==> config.mk <==
export PLATFORM = sky130hd
export DESIGN_NAME = pnmsc_merge
export DESIGN_NICKNAME = d
export VERILOG_FILES = /design/src/rtl/pnm_pixel_scale_yuv_to_rgb_core_assert.svh /design/src/rtl/pnmsc_pkg.sv /design/src/rtl/pnmsc_merge.sv
export SDC_FILE = /design/constraint.sdc
export NUM_CORES = 2
export LEC_CHECK = 0
export BUFFER_PORTS_ARGS = -buffer_cell sky130_fd_sc_hd__clkbuf_2
export CELL_PAD_IN_SITES_DETAIL_PLACEMENT = 2
export CELL_PAD_IN_SITES_GLOBAL_PLACEMENT = 2
export CORE_MARGIN = 2
export CORE_UTILIZATION = 35
export DETAILED_ROUTE_END_ITERATION = 6
export GPL_TIMING_DRIVEN = 0
export PLACE_DENSITY_LB_ADDON = 0.1
export SLEW_MARGIN = 20
export SYNTH_ARGS = -nofsm -noshare
export SYNTH_HDL_FRONTEND = slang
export SYNTH_SLANG_ARGS = --single-unit
==> constraint.sdc <==
create_clock -name clk -period 8 [get_ports clk]
set_clock_uncertainty 0.2 [all_clocks]
set_input_delay 0 -clock clk [delete_from_list [all_inputs] [get_ports clk]]
set_output_delay 0 -clock clk [all_outputs]
set_load 0.05 [all_outputs]
==> src/rtl/pnm_pixel_scale_yuv_to_rgb_core_assert.svh <==
// assertion macros used by the pixel scaler core
`ifndef PNM_PIXEL_SCALE_YUV_TO_RGB_CORE_ASSERT_SVH
`define PNM_PIXEL_SCALE_YUV_TO_RGB_CORE_ASSERT_SVH

// same-cycle implication, disabled while in reset
`define PNMSC_ASSERT(label, clk, rst_n, ante, cons, msg) \
    label: assert property (@(posedge clk) disable iff (!rst_n) (ante) |-> (cons)) \
        else $error(msg);

// next-cycle implication, disabled while in reset
`define PNMSC_ASSERT_NEXT(label, clk, rst_n, ante, cons, msg) \
    label: assert property (@(posedge clk) disable iff (!rst_n) (ante) |=> (cons)) \
        else $error(msg);

`endif

==> src/rtl/pnmsc_pkg.sv <==
package pnmsc_pkg;

    // port widths fixed by the interface
    localparam int FIELD_W = 16;
    localparam int MAX_W   = 16;
    localparam int BYTE_W  = 8;

    // sample bits used and coefficient fraction bits
    localparam int SAMPLE_BITS    = 16;
    localparam int COEF_FRAC_BITS = 12;

    // scaled value sample*255 and its quotient
    localparam int QW         = SAMPLE_BITS + BYTE_W;
    localparam int STEP_BITS  = 2;
    localparam int DIV_STAGES = (QW + STEP_BITS - 1) / STEP_BITS;
    localparam int QP         = DIV_STAGES * STEP_BITS;

    // color conversion widths
    localparam int CW = QW + 1;
    localparam int KW = COEF_FRAC_BITS + 2;
    localparam int PW = CW + KW;
    localparam int SW = PW + 2;

    localparam int CHROMA_OFFSET = 128;
    localparam int BYTE_MAX      = 255;

    // Q-format coefficients, rounded half up from thousandths
    localparam logic signed [KW-1:0] COEF_R_CR =
        KW'(((1402 << COEF_FRAC_BITS) + 500) / 1000);
    localparam logic signed [KW-1:0] COEF_G_CR =
        KW'(((714 << COEF_FRAC_BITS) + 500) / 1000);
    localparam logic signed [KW-1:0] COEF_G_CB =
        KW'(((344 << COEF_FRAC_BITS) + 500) / 1000);
    localparam logic signed [KW-1:0] COEF_B_CB =
        KW'(((1772 << COEF_FRAC_BITS) + 500) / 1000);

    // accept to output: input stage, divider stages, two merge stages
    localparam int PIPE_DEPTH = DIV_STAGES + 3;

    // output queue
    localparam int FIFO_DEPTH = 32;
    localparam int FIFO_AW    = $clog2(FIFO_DEPTH);
    localparam int OCC_W      = FIFO_AW + 1;

    // configuration register indexes
    localparam int CFG_IDX_W = 2;
    localparam logic [CFG_IDX_W-1:0] REG_MAX_VALUE  = 2'd0;
    localparam logic [CFG_IDX_W-1:0] REG_COLOR_MODE = 2'd1;
    localparam logic [CFG_IDX_W-1:0] REG_YUV_ENABLE = 2'd2;

    localparam logic [MAX_W-1:0] MAX_VALUE_RESET = MAX_W'(BYTE_MAX);

    typedef struct packed {
        logic [BYTE_W-1:0] blue;
        logic [BYTE_W-1:0] green;
        logic [BYTE_W-1:0] red;
    } pixel_t;

    typedef struct packed {
        logic             empty;
        logic             full;
        logic [OCC_W-1:0] count;
    } fifo_stat_t;

endpackage

==> src/rtl/pnmsc_merge.sv <==
module pnmsc_merge (
    input  logic                    clk,
    input  logic [pnmsc_pkg::QW-1:0] q_a,
    input  logic [pnmsc_pkg::QW-1:0] q_b,
    input  logic [pnmsc_pkg::QW-1:0] q_c,
    input  logic                    yuv_enable,
    output pnmsc_pkg::pixel_t       pixel
);
    import pnmsc_pkg::*;

    // saturate an unsigned quotient to a byte
    function automatic logic [BYTE_W-1:0] sat_byte(input logic [QW-1:0] q);
        logic [BYTE_W-1:0] res;
        if (q > QW'(BYTE_MAX))
            res = BYTE_W'(BYTE_MAX);
        else
            res = q[BYTE_W-1:0];
        return res;
    endfunction

    // fixed-point sum to byte: negative gives zero, large gives 255
    function automatic logic [BYTE_W-1:0] fix_to_byte(input logic signed [SW-1:0] t);
        logic [BYTE_W-1:0] res;
        if (t[SW-1])
            res = '0;
        else if (|t[SW-2:COEF_FRAC_BITS+BYTE_W])
            res = BYTE_W'(BYTE_MAX);
        else
            res = t[COEF_FRAC_BITS+BYTE_W-1:COEF_FRAC_BITS];
        return res;
    endfunction

    logic signed [CW-1:0] cr;
    logic signed [CW-1:0] cb;

    logic [QW-1:0]        y_reg;
    logic signed [PW-1:0] p_r_reg,  p_r_next;
    logic signed [PW-1:0] p_gr_reg, p_gr_next;
    logic signed [PW-1:0] p_gb_reg, p_gb_next;
    logic signed [PW-1:0] p_b_reg,  p_b_next;
    pixel_t               pass_reg, pass_next;
    logic                 yuv_reg;

    logic signed [SW-1:0] yq;
    logic signed [SW-1:0] t_r;
    logic signed [SW-1:0] t_g;
    logic signed [SW-1:0] t_b;
    pixel_t               pixel_reg, pixel_next;

    // stage one: center chroma, multiply and saturate the pass-through bytes
    always_comb
    begin
        cr = $signed({1'b0, q_b}) - $signed(CW'(CHROMA_OFFSET));
        cb = $signed({1'b0, q_c}) - $signed(CW'(CHROMA_OFFSET));
        p_r_next  = PW'(cr) * PW'(COEF_R_CR);
        p_gr_next = PW'(cr) * PW'(COEF_G_CR);
        p_gb_next = PW'(cb) * PW'(COEF_G_CB);
        p_b_next  = PW'(cb) * PW'(COEF_B_CB);
        pass_next.red   = sat_byte(q_a);
        pass_next.green = sat_byte(q_b);
        pass_next.blue  = sat_byte(q_c);
    end

    always_ff @(posedge clk)
    begin
        y_reg    <= q_a;
        p_r_reg  <= p_r_next;
        p_gr_reg <= p_gr_next;
        p_gb_reg <= p_gb_next;
        p_b_reg  <= p_b_next;
        pass_reg <= pass_next;
        yuv_reg  <= yuv_enable;
    end

    // stage two: sum, clamp and select
    always_comb
    begin
        yq  = SW'($signed({1'b0, y_reg})) <<< COEF_FRAC_BITS;
        t_r = yq + SW'(p_r_reg);
        t_g = yq - SW'(p_gr_reg) - SW'(p_gb_reg);
        t_b = yq + SW'(p_b_reg);
        if (yuv_reg)
        begin
            pixel_next.red   = fix_to_byte(t_r);
            pixel_next.green = fix_to_byte(t_g);
            pixel_next.blue  = fix_to_byte(t_b);
        end
        else
        begin
            pixel_next = pass_reg;
        end
    end

    always_ff @(posedge clk)
    begin
        pixel_reg <= pixel_next;
    end

    assign pixel = pixel_reg;

endmodule

==> impl_metrics.json <==
{
  "clock_latency_ns": 0.57,
  "vias": 23200,
  "core-area_um2": 86600,
  "ios": 98,
  "grt_start_max_net_pins": 22,
  "synth_flop_cell": "dfxtp_1",
  "wl_per_cell_um": 21.7,
  "initial_core_util_pct": 35.3,
  "die_h_um": 299,
  "critPathLaunchType": "input port",
  "gp_congestion": 0.884,
  "regArea_um2": 4040,
  "cts-buffers-inserted": 23,
  "end_kind": "flip-flop",
  "layout_worst_path_cycle_share_pct": 95.2,
  "syn_area_per_cell_um2": 9.38,
  "fin_hold_ws_ns": 0.0229,
  "gr-total-overflow": 0,
  "slew_violations": 0,
  "syn2layout_area_growth_pct": 12.3,
  "synth_edf_count": 0,
  "drive_gt1_share_pct": 6.04,
  "status": "completed",
  "yosysSeqAreaShare_pct": 13.2,
  "ys_top_cells_by_area": "fa_1 (31%), ha_1 (19%), dfxtp_1 (13%), inv_1 (10%), xnor2_1 (3.4%)",
  "drc": 0,
  "path_clk_slew_ns": 0.07,
  "grt_pass1_wl_mm": 158,
  "grt.total_usage_pct": 22.9,
  "rows": 108,
  "ant_nets": 0,
  "drtIter0Drc": 752,
  "critPathMaxFanout": 6,
  "syn-num-nets": 4268,
  "post-route-min-period_ns": 7.62,
  "worstSetupPathType": "input port to flip-flop",
  "io_buffers": 97,
  "die_area_um2": 89700,
  "synth.distinct_cells": 79,
  "postSynth.asyncResetShare_pct": 0,
  "final_nets": 4471,
  "drv_cap": 0,
  "critical_path_required_ns": 8.23,
  "syn_area_um2": 30600,
  "diodes": 0,
  "worst_slew_pin_slew_ns": 1.14,
  "synth_area_leader_cell": "fa_1",
  "fill_cells": 9441,
  "yosys.area.top_type_share_pct": 31.1,
  "vias_per_cell": 5.01,
  "hpwl_mm": 87.5,
  "syn_inst": 3257,
  "max_freq_ghz": 0.131,
  "hold_viol": 0,
  "synth-seq-cells": 202,
  "clkSinkCount": 202,
  "critPathArrivalTime_ns": 7.85,
  "cts_buffer_depth": 3,
  "ys_warn_count": 0,
  "cts_root_buffer": "clkbuf_16",
  "h-tree-depth": 1,
  "multiInputGateArea_um2": 23600,
  "setup_viol": 0,
  "largest_register_ffs": 38,
  "antenna_found_initial": 0,
  "first_global_vias": 27200,
  "max_slew_margin_pct": 24.0,
  "die_w_um": 299,
  "cts_tree": "built",
  "mostFrequentLayoutCells": "inv_1 (807), fa_1 (474), ha_1 (462)",
  "drt_wl_total_mm": 100,
  "hp-class": "input port to flip-flop",
  "layout_commonest_cell": "inv_1",
  "drt_pass1_iterations": 5
}
routing by layer:
metal / global-route usage, % / up-vias / part of all wire, %
met2: 40.1 / 237 / 49
li1: - / 10900 / -
met1: 31.4 / 12000 / 47
met5: 0 / - / 0
met4: 3.29 / 0 / 1.6
met3: 2.07 / 86 / 2.3
cells in the mapped netlist, types with 8 or more instances:
master     instances
inv_1            810
fa_1             474
ha_1             463
dfxtp_1          202
a21oi_1          166
nor2_1           127
xnor2_1          120
nand2_1          113
o21ai_0           91
a21o_1            78
xor2_1            68
nor3_1            55
nand3_1           38
nor2b_1           34
o21a_1            34
nand2b_1          32
nand4_1           30
a31oi_1           21
clkbuf_1          19
or2_2             19
or3_1             19
and3_1            18
a211oi_1          16
nor4_1            14
o21bai_1          14
a2111oi_0         11
a221o_1           11
mux2i_1           11
and2_1             9
o21ai_1            9
o31a_1             8
or4_1              8
metrics by stage:
step                      util (%)  worst slack [ns]  setup TNS [ns]  area [µm²]  instances
after floorplan                  -             0.420               0       30600       3257
after CTS                     39.5            0.0202               0       34200       4629
after detailed placement      37.6             -1.39          -13.18       32600       4509
final                         39.6             0.383               0       34300       4631
after global routing          39.6          -0.00318        -0.00318       34300       4631
after global placement        37.5             -1.68          -18.87       32500       4509
logic make-up after synthesis:
kind of cell | synth area share, %
adders and majority gates | 50.0
buffers and inverters | 10.2
AOI/OAI and AO/OA | 11.7
and+or+nand+nor | 8.92
DFF | 13.2
xor gates and xnor gates | 5.39
muxes | 0.508
final cells by class:
cell class	count	share of cell area [%]
tap	1155	4.21
timing repair buffer	178	3.75
multi-input combinational	2226	68.8
sequential	202	11.8
clock inverter	11	0.481
buffer	19	0.208
inverter	810	8.88
clock buffer	30	1.84
timing repair:
action	4_1_cts	5_1_grt
endpoints found under the hold margin	64	0
setup buffers	2	2
endpoints found under the setup margin	11	13
gates resized for setup	9	14
hold buffers	77	0
pin swaps	1	0
critical path: stages:
cell	delay, ns
clkbuf_2	0.14
nor3_4	0.31
nand2_1	0.18
or3_1	0.46
nor3_1	0.30
xnor2_2	0.30
inv_2	0.22
ha_1	0.42
xor2_1	0.27
ha_1	0.32
fa_1	0.53
fa_1	0.45
fa_1	0.56
inv_1	0.05
fa_1	0.57
inv_1	0.06
ha_1	0.35
nand4_1	0.16
nor2b_1	0.09
a211oi_1	0.45
a21oi_1	0.23
or2_1	0.37
a221o_1	0.41
a211oi_1	0.34
o21bai_1	0.13
xor2_1	0.15
final timing paths:
path / slack (ns) / start / end / depth (start not counted)
worst max-delay path: 0.38 / q_b[9] / p_r_reg[38] / 26
worst min register to register: 0.27 / pass_reg[23] / pixel[23] / 1
worst max register to register: 2.34 / y_reg[9] / pixel[5] / 14
worst min-delay path: 0.02 / q_a[2] / pass_reg[2] / 3
Power is left out: the tool's default activity adds up to more than one toggle a clock period on the data nets, which glitch-free logic cannot reach.
