## config.mk

```make
export PLATFORM = sky130hd
export DESIGN_NAME = pnmsc_div_lane
export DESIGN_NICKNAME = d
export VERILOG_FILES = /design/src/rtl/pnm_pixel_scale_yuv_to_rgb_core_assert.svh /design/src/rtl/pnmsc_pkg.sv /design/src/rtl/pnmsc_div_lane.sv
export SDC_FILE = /design/constraint.sdc
export NUM_CORES = 1
export LEC_CHECK = 0
export BUFFER_PORTS_ARGS = -buffer_cell sky130_fd_sc_hd__buf_2
export CORE_MARGIN = 2
export CORE_UTILIZATION = 55
export CTS_CLUSTER_SIZE = 24
export DETAILED_ROUTE_END_ITERATION = 10
export PLACE_DENSITY = 0.78
export SLEW_MARGIN = 20
export SYNTH_ARGS = -nofsm -noshare
export SYNTH_HDL_FRONTEND = slang
export SYNTH_SLANG_ARGS = --single-unit
```

## constraint.sdc

```tcl
create_clock -name clk -period 7.8 [get_ports clk]
set_input_delay 0.78 -clock clk [delete_from_list [all_inputs] [get_ports clk]]
set_output_delay 0.78 -clock clk [all_outputs]
set_load 0.02 [all_outputs]
```

## src/rtl/pnm_pixel_scale_yuv_to_rgb_core_assert.svh

```systemverilog
// assertion macros used by the pixel scaler core
`ifndef PNM_PIXEL_SCALE_YUV_TO_RGB_CORE_ASSERT_SVH
`define PNM_PIXEL_SCALE_YUV_TO_RGB_CORE_ASSERT_SVH

// same-cycle implication, disabled while in reset
`define PNMSC_ASSERT(label, clk, rst_n, ante, cons, msg) \
    label: assert property (@(posedge clk) disable iff (!rst_n) (ante) |-> (cons)) \
        else $error(msg);

// next-cycle implication, disabled while in reset
`define PNMSC_ASSERT_NEXT(label, clk, rst_n, ante, cons, msg) \
    label: assert property (@(posedge clk) disable iff (!rst_n) (ante) |=> (cons)) \
        else $error(msg);

`endif

```

## src/rtl/pnmsc_pkg.sv

```systemverilog
package pnmsc_pkg;

    // port widths fixed by the interface
    localparam int FIELD_W = 16;
    localparam int MAX_W   = 16;
    localparam int BYTE_W  = 8;

    // sample bits used and coefficient fraction bits
    localparam int SAMPLE_BITS    = 16;
    localparam int COEF_FRAC_BITS = 12;

    // scaled value sample*255 and its quotient
    localparam int QW         = SAMPLE_BITS + BYTE_W;
    localparam int STEP_BITS  = 2;
    localparam int DIV_STAGES = (QW + STEP_BITS - 1) / STEP_BITS;
    localparam int QP         = DIV_STAGES * STEP_BITS;

    // color conversion widths
    localparam int CW = QW + 1;
    localparam int KW = COEF_FRAC_BITS + 2;
    localparam int PW = CW + KW;
    localparam int SW = PW + 2;

    localparam int CHROMA_OFFSET = 128;
    localparam int BYTE_MAX      = 255;

    // Q-format coefficients, rounded half up from thousandths
    localparam logic signed [KW-1:0] COEF_R_CR =
        KW'(((1402 << COEF_FRAC_BITS) + 500) / 1000);
    localparam logic signed [KW-1:0] COEF_G_CR =
        KW'(((714 << COEF_FRAC_BITS) + 500) / 1000);
    localparam logic signed [KW-1:0] COEF_G_CB =
        KW'(((344 << COEF_FRAC_BITS) + 500) / 1000);
    localparam logic signed [KW-1:0] COEF_B_CB =
        KW'(((1772 << COEF_FRAC_BITS) + 500) / 1000);

    // accept to output: input stage, divider stages, two merge stages
    localparam int PIPE_DEPTH = DIV_STAGES + 3;

    // output queue
    localparam int FIFO_DEPTH = 32;
    localparam int FIFO_AW    = $clog2(FIFO_DEPTH);
    localparam int OCC_W      = FIFO_AW + 1;

    // configuration register indexes
    localparam int CFG_IDX_W = 2;
    localparam logic [CFG_IDX_W-1:0] REG_MAX_VALUE  = 2'd0;
    localparam logic [CFG_IDX_W-1:0] REG_COLOR_MODE = 2'd1;
    localparam logic [CFG_IDX_W-1:0] REG_YUV_ENABLE = 2'd2;

    localparam logic [MAX_W-1:0] MAX_VALUE_RESET = MAX_W'(BYTE_MAX);

    typedef struct packed {
        logic [BYTE_W-1:0] blue;
        logic [BYTE_W-1:0] green;
        logic [BYTE_W-1:0] red;
    } pixel_t;

    typedef struct packed {
        logic             empty;
        logic             full;
        logic [OCC_W-1:0] count;
    } fifo_stat_t;

endpackage

```

## src/rtl/pnmsc_div_lane.sv

```systemverilog
module pnmsc_div_lane (
    input  logic                             clk,
    input  logic [pnmsc_pkg::SAMPLE_BITS-1:0] sample,
    input  logic [pnmsc_pkg::MAX_W-1:0]       divisor,
    output logic [pnmsc_pkg::QW-1:0]          quotient
);
    import pnmsc_pkg::*;

    logic [QP-1:0]    dvd_reg  [DIV_STAGES];
    logic [QP-1:0]    dvd_next [DIV_STAGES];
    logic [MAX_W-1:0] rem_reg  [DIV_STAGES];
    logic [MAX_W-1:0] rem_next [DIV_STAGES];
    logic [QP-1:0]    quo_reg  [DIV_STAGES];
    logic [QP-1:0]    quo_next [DIV_STAGES];

    // dividend sample*255 as (sample << 8) - sample
    assign dvd_next[0] = QP'({sample, {BYTE_W{1'b0}}}) - QP'(sample);

    // restoring division, two quotient bits per stage
    genvar gs;
    generate
        for (gs = 0; gs < DIV_STAGES; gs++)
        begin : g_stage
            logic [MAX_W-1:0] rem_in;
            logic [QP-1:0]    quo_in;
            logic [MAX_W-1:0] rem_out;
            logic [QP-1:0]    quo_out;

            if (gs == 0)
            begin : g_first
                assign rem_in = '0;
                assign quo_in = '0;
            end
            else
            begin : g_rest
                assign rem_in = rem_reg[gs-1];
                assign quo_in = quo_reg[gs-1];
            end

            always_comb
            begin : step_comb
                logic [MAX_W:0]   trial;
                logic [MAX_W-1:0] rem_v;
                logic [QP-1:0]    dvd_v;
                logic [QP-1:0]    quo_v;
                rem_v = rem_in;
                dvd_v = dvd_reg[gs];
                quo_v = quo_in;
                for (int b = 0; b < STEP_BITS; b++)
                begin
                    trial = {rem_v, dvd_v[QP-1]};
                    dvd_v = {dvd_v[QP-2:0], 1'b0};
                    if (trial >= {1'b0, divisor})
                    begin
                        rem_v = MAX_W'(trial - {1'b0, divisor});
                        quo_v = {quo_v[QP-2:0], 1'b1};
                    end
                    else
                    begin
                        rem_v = trial[MAX_W-1:0];
                        quo_v = {quo_v[QP-2:0], 1'b0};
                    end
                end
                rem_out = rem_v;
                quo_out = quo_v;
            end

            assign rem_next[gs] = rem_out;
            assign quo_next[gs] = quo_out;

            // dividend moves on by the bits this stage used
            if (gs < DIV_STAGES - 1)
            begin : g_shift
                assign dvd_next[gs+1] = {dvd_reg[gs][QP-STEP_BITS-1:0], {STEP_BITS{1'b0}}};
            end
        end
    endgenerate

    // stage registers, payload only
    always_ff @(posedge clk)
    begin
        for (int s = 0; s < DIV_STAGES; s++)
        begin
            dvd_reg[s] <= dvd_next[s];
            rem_reg[s] <= rem_next[s];
            quo_reg[s] <= quo_next[s];
        end
    end

    assign quotient = quo_reg[DIV_STAGES-1][QW-1:0];

endmodule

```

==> impl_metrics.json <==
{
  "max_freq_mhz": 148.2,
  "synth_enable_flop_cells": 0,
  "cts-buffers-inserted": 51,
  "die_w_um": 238.9,
  "syn_avg_cell_area_sq_um": 9.145,
  "synth_area_sq_um": 30350,
  "largest_reg_flops": 176,
  "cts-resized-gates": 0,
  "setup_viol": 0,
  "r2r_cells": 20,
  "holdWs_ns": 0.3198,
  "maxCapViolations": 0,
  "synth_cell_types": 86,
  "comb_power_share_pct": 61.1,
  "yosysTopAreaCell": "dfxtp_1",
  "hold_buffers": 0,
  "overflow": 0,
  "ctsLongestPathBuffers": 3,
  "ioPinCount": 57,
  "yosysMostFrequentCell": "dfxtp_1",
  "routedWlPerCell_um": 18.67,
  "synth_common_cells": "dfxtp_1 (488), ha_1 (379), a21oi_1 (269), nor2_1 (231), o21ai_0 (221)",
  "r2r_end": "rem_reg[9][8]$_DFF_P_",
  "num-nets-final": 3866,
  "dr.pass1.iters": 6,
  "dr_total_vias": 25206,
  "rrSetupSlack_ns": 1.48,
  "swShare_pct": 40.72,
  "finalSetupTns_ns": 0,
  "syn_nets": 3753,
  "cts.sinks": 488,
  "hp-start": "quo_reg[2][29]$_DFF_P_",
  "placement.io_buffers": 56,
  "tightest_slew_ns": 1.175,
  "slew_headroom_pct": 19.66,
  "cts_max_level": 2,
  "skew_ns": 0.02500,
  "clk_pin_slew_ns": 0.06,
  "start_util_pct": 55.31,
  "final_layout_size_suffix_gt1_share_pct": 11.86,
  "p_sw_mw": 6.300,
  "ys.flop_type": "dfxtp_1",
  "seq_area_frac_synth_pct": 32.19,
  "dpl.hpwl_mm": 58.27,
  "min_period_ns": 6.749,
  "critPathMaxFanout": 30,
  "holdPathEnd": "quo_reg[2][55]$_DFF_P_",
  "grtUsageTotal_pct": 27.30,
  "core_sq_um": 54880,
  "gp_congestion": 0.9885,
  "grt_max_degree": 31,
  "p_leak_nw": 14.89,
  "reg2reg_from": "rem_reg[8][0]$_DFF_P_",
  "critPathLaunchType": "input port",
  "synthArstFlopShare_pct": 0,
  "powerDensity_nw_per_um2": 460.8,
  "cts_tree": "done",
  "grt_pass1_vias": 24202,
  "power.internal_mw": 9.173,
  "grt_pass1_wl_mm": 125.2,
  "critPathCaptureType": "flop",
  "n_fill_cell": 4657,
  "p_seq_share_pct": 22.0,
  "hold_viol_final": 0,
  "avgViaCountPerCell": 6.030,
  "wl_mm": 78.03,
  "stdcell_count": 4180,
  "outcome": "complete, no violations",
  "slew_violations": 0,
  "rows": 86,
  "drtIter0Drc": 1844,
  "clk_latency_ns": 0.64,
  "post_cts_buffers": 0,
  "rsz0062_at_grt": "no",
  "criticalPathCategory": "in -> reg",
  "synth_top_area_share_pct": 32.19,
  "drc": 0,
  "die_h_um": 238.9,
  "fin_crit_sh_pct": 86.53,
  "pwr-share-clk_pct": 16.9,
  "min_path_type": "reg -> reg",
  "clockRootBuffer": "clkbuf_16",
  "yosys_warnings": 0,
  "syn_inst": 3319,
  "synth_seq_cells": 488,
  "placed_cells": 4083,
  "area_delta_synth_final_pct": 10.63,
  "die_area_sq_um": 57080,
  "ant_nets": 0,
  "hold_depth": 0,
  "irDropWorstVdd_uv": 244.9,
  "yosys-top-cells-area": "dfxtp_1 (32%), ha_1 (16%), mux2_2 (6.4%)",
  "cp.arrival_ns": 7.25,
  "antenna_found_initial": 1,
  "required_ns": 8.30
}
power groups by stage:
stage | combinational, mW | sequential [mW] | clock, mW
2_1_floorplan | 7.57 | 3.36 | 0
3_3_place_gp | 9.02 | 3.44 | 0
3_5_place_dp | 9.21 | 3.45 | 0
4_1_cts | 9.34 | 3.40 | 2.68
5_1_grt | 10.5 | 3.45 | 2.78
6_report | 9.45 | 3.41 | 2.62
critical path, cell delays in order:
cell,delay [ns]
buf_2,0.15
clkinvlp_4,0.13
buf_4,0.51
ha_1,0.34
nor2b_1,0.14
o31ai_1,0.37
a21oi_1,0.17
a21oi_1,0.32
o211ai_1,0.15
a311o_1,0.36
a21boi_1,0.62
mux2i_1,0.45
ha_1,0.34
nor2b_1,0.16
o31a_1,0.29
o311a_1,0.35
o31ai_1,0.28
a21boi_1,0.13
o21ai_0,0.16
nand2b_1,0.12
a221oi_2,0.22
buf_4,0.30
mux2_2,0.38
stage by stage:
stage / worst slack (ns) / area, sq um / util (%) / power [mW]
2_1_floorplan: 0.3228 / 30360 / - / 10.94
3_3_place_gp: 0.6333 / 31740 / 57.84 / 12.47
3_5_place_dp: 0.4991 / 31740 / 57.84 / 12.66
4_1_cts: 1.148 / 33570 / 61.17 / 15.42
5_1_grt: 0.6652 / 33580 / 61.18 / 16.71
6_report: 1.051 / 33580 / 61.19 / 15.47
how the worst max path moves through the flow:
stage	startpoint	to	slack, ns	cells after the start
2_1_floorplan	divisor[1]	rem_reg[9][10]$_DFF_P_	0.32	24
3_3_place_gp	divisor[2]	rem_reg[3][6]$_DFF_P_	0.63	22
3_5_place_dp	divisor[1]	rem_reg[7][13]$_DFF_P_	0.50	23
4_1_cts	divisor[1]	rem_reg[7][13]$_DFF_P_	1.15	23
5_1_grt	divisor[1]	rem_reg[8][7]$_DFF_P_	0.67	23
6_report	divisor[1]	rem_reg[7][13]$_DFF_P_	1.05	23
logic make-up (layout without fill, tap and decap cells):
kind of cell    count (synthesis)  count (layout)  synth area share [%]
xor+xnor                      272             272                 7.849
buf+inv                       206             362                 2.663
other cells                     0               1                     0
simple gates                  807             807                 12.73
flops                         488             488                 32.19
mux                           201             201                 7.478
compound gates                944             944                 20.01
fa+ha+maj                     401             401                 17.07
placed cells by master, fill, tap and decap left out, types with 18 or more instances in the layout:
master,instances
nand2b_1,39
a21oi_1,268
or3_1,18
ha_1,379
o211ai_1,19
clkbuf_16,51
inv_1,151
a21o_1,89
xor2_1,76
fa_1,22
nand4_1,46
nor2_1,231
nand2_1,204
a211oi_1,25
o21bai_1,41
xnor2_1,196
a31oi_1,32
dfxtp_1,488
nor3_1,57
buf_2,56
o31a_1,23
nand3_1,74
mux2_2,172
o21ai_0,221
mux2i_1,18
nor4_1,23
nor2b_1,46
o21a_1,60
buf_4,56
final cells by class:
cell class,instances,area [sq um],area share (%)
Antenna cell,1,2.502,0.007452
Clock buffer,64,1355,4.035
Clock inverter,32,470.5,1.401
Inverter,153,578.1,1.722
Multi-Input combinational cell,2625,19800,58.97
Sequential cell,488,9769,29.09
Tap cell,704,880.8,2.623
Timing Repair Buffer,113,720.7,2.146
metal layers:
| layer | vias up | routed length (um) | GRT usage [%] |
|---|---|---|---|
| met2 | 815 | 35490 | 45.19 |
| met1 | 11738 | 33300 | 34.20 |
| met3 | 256 | 4715 | 4.411 |
| li1 | 12397 | - | - |
| met5 | - | 0 | 0 |
| met4 | 0 | 4524 | 14.34 |
Power figures use the tool's default switching activity.
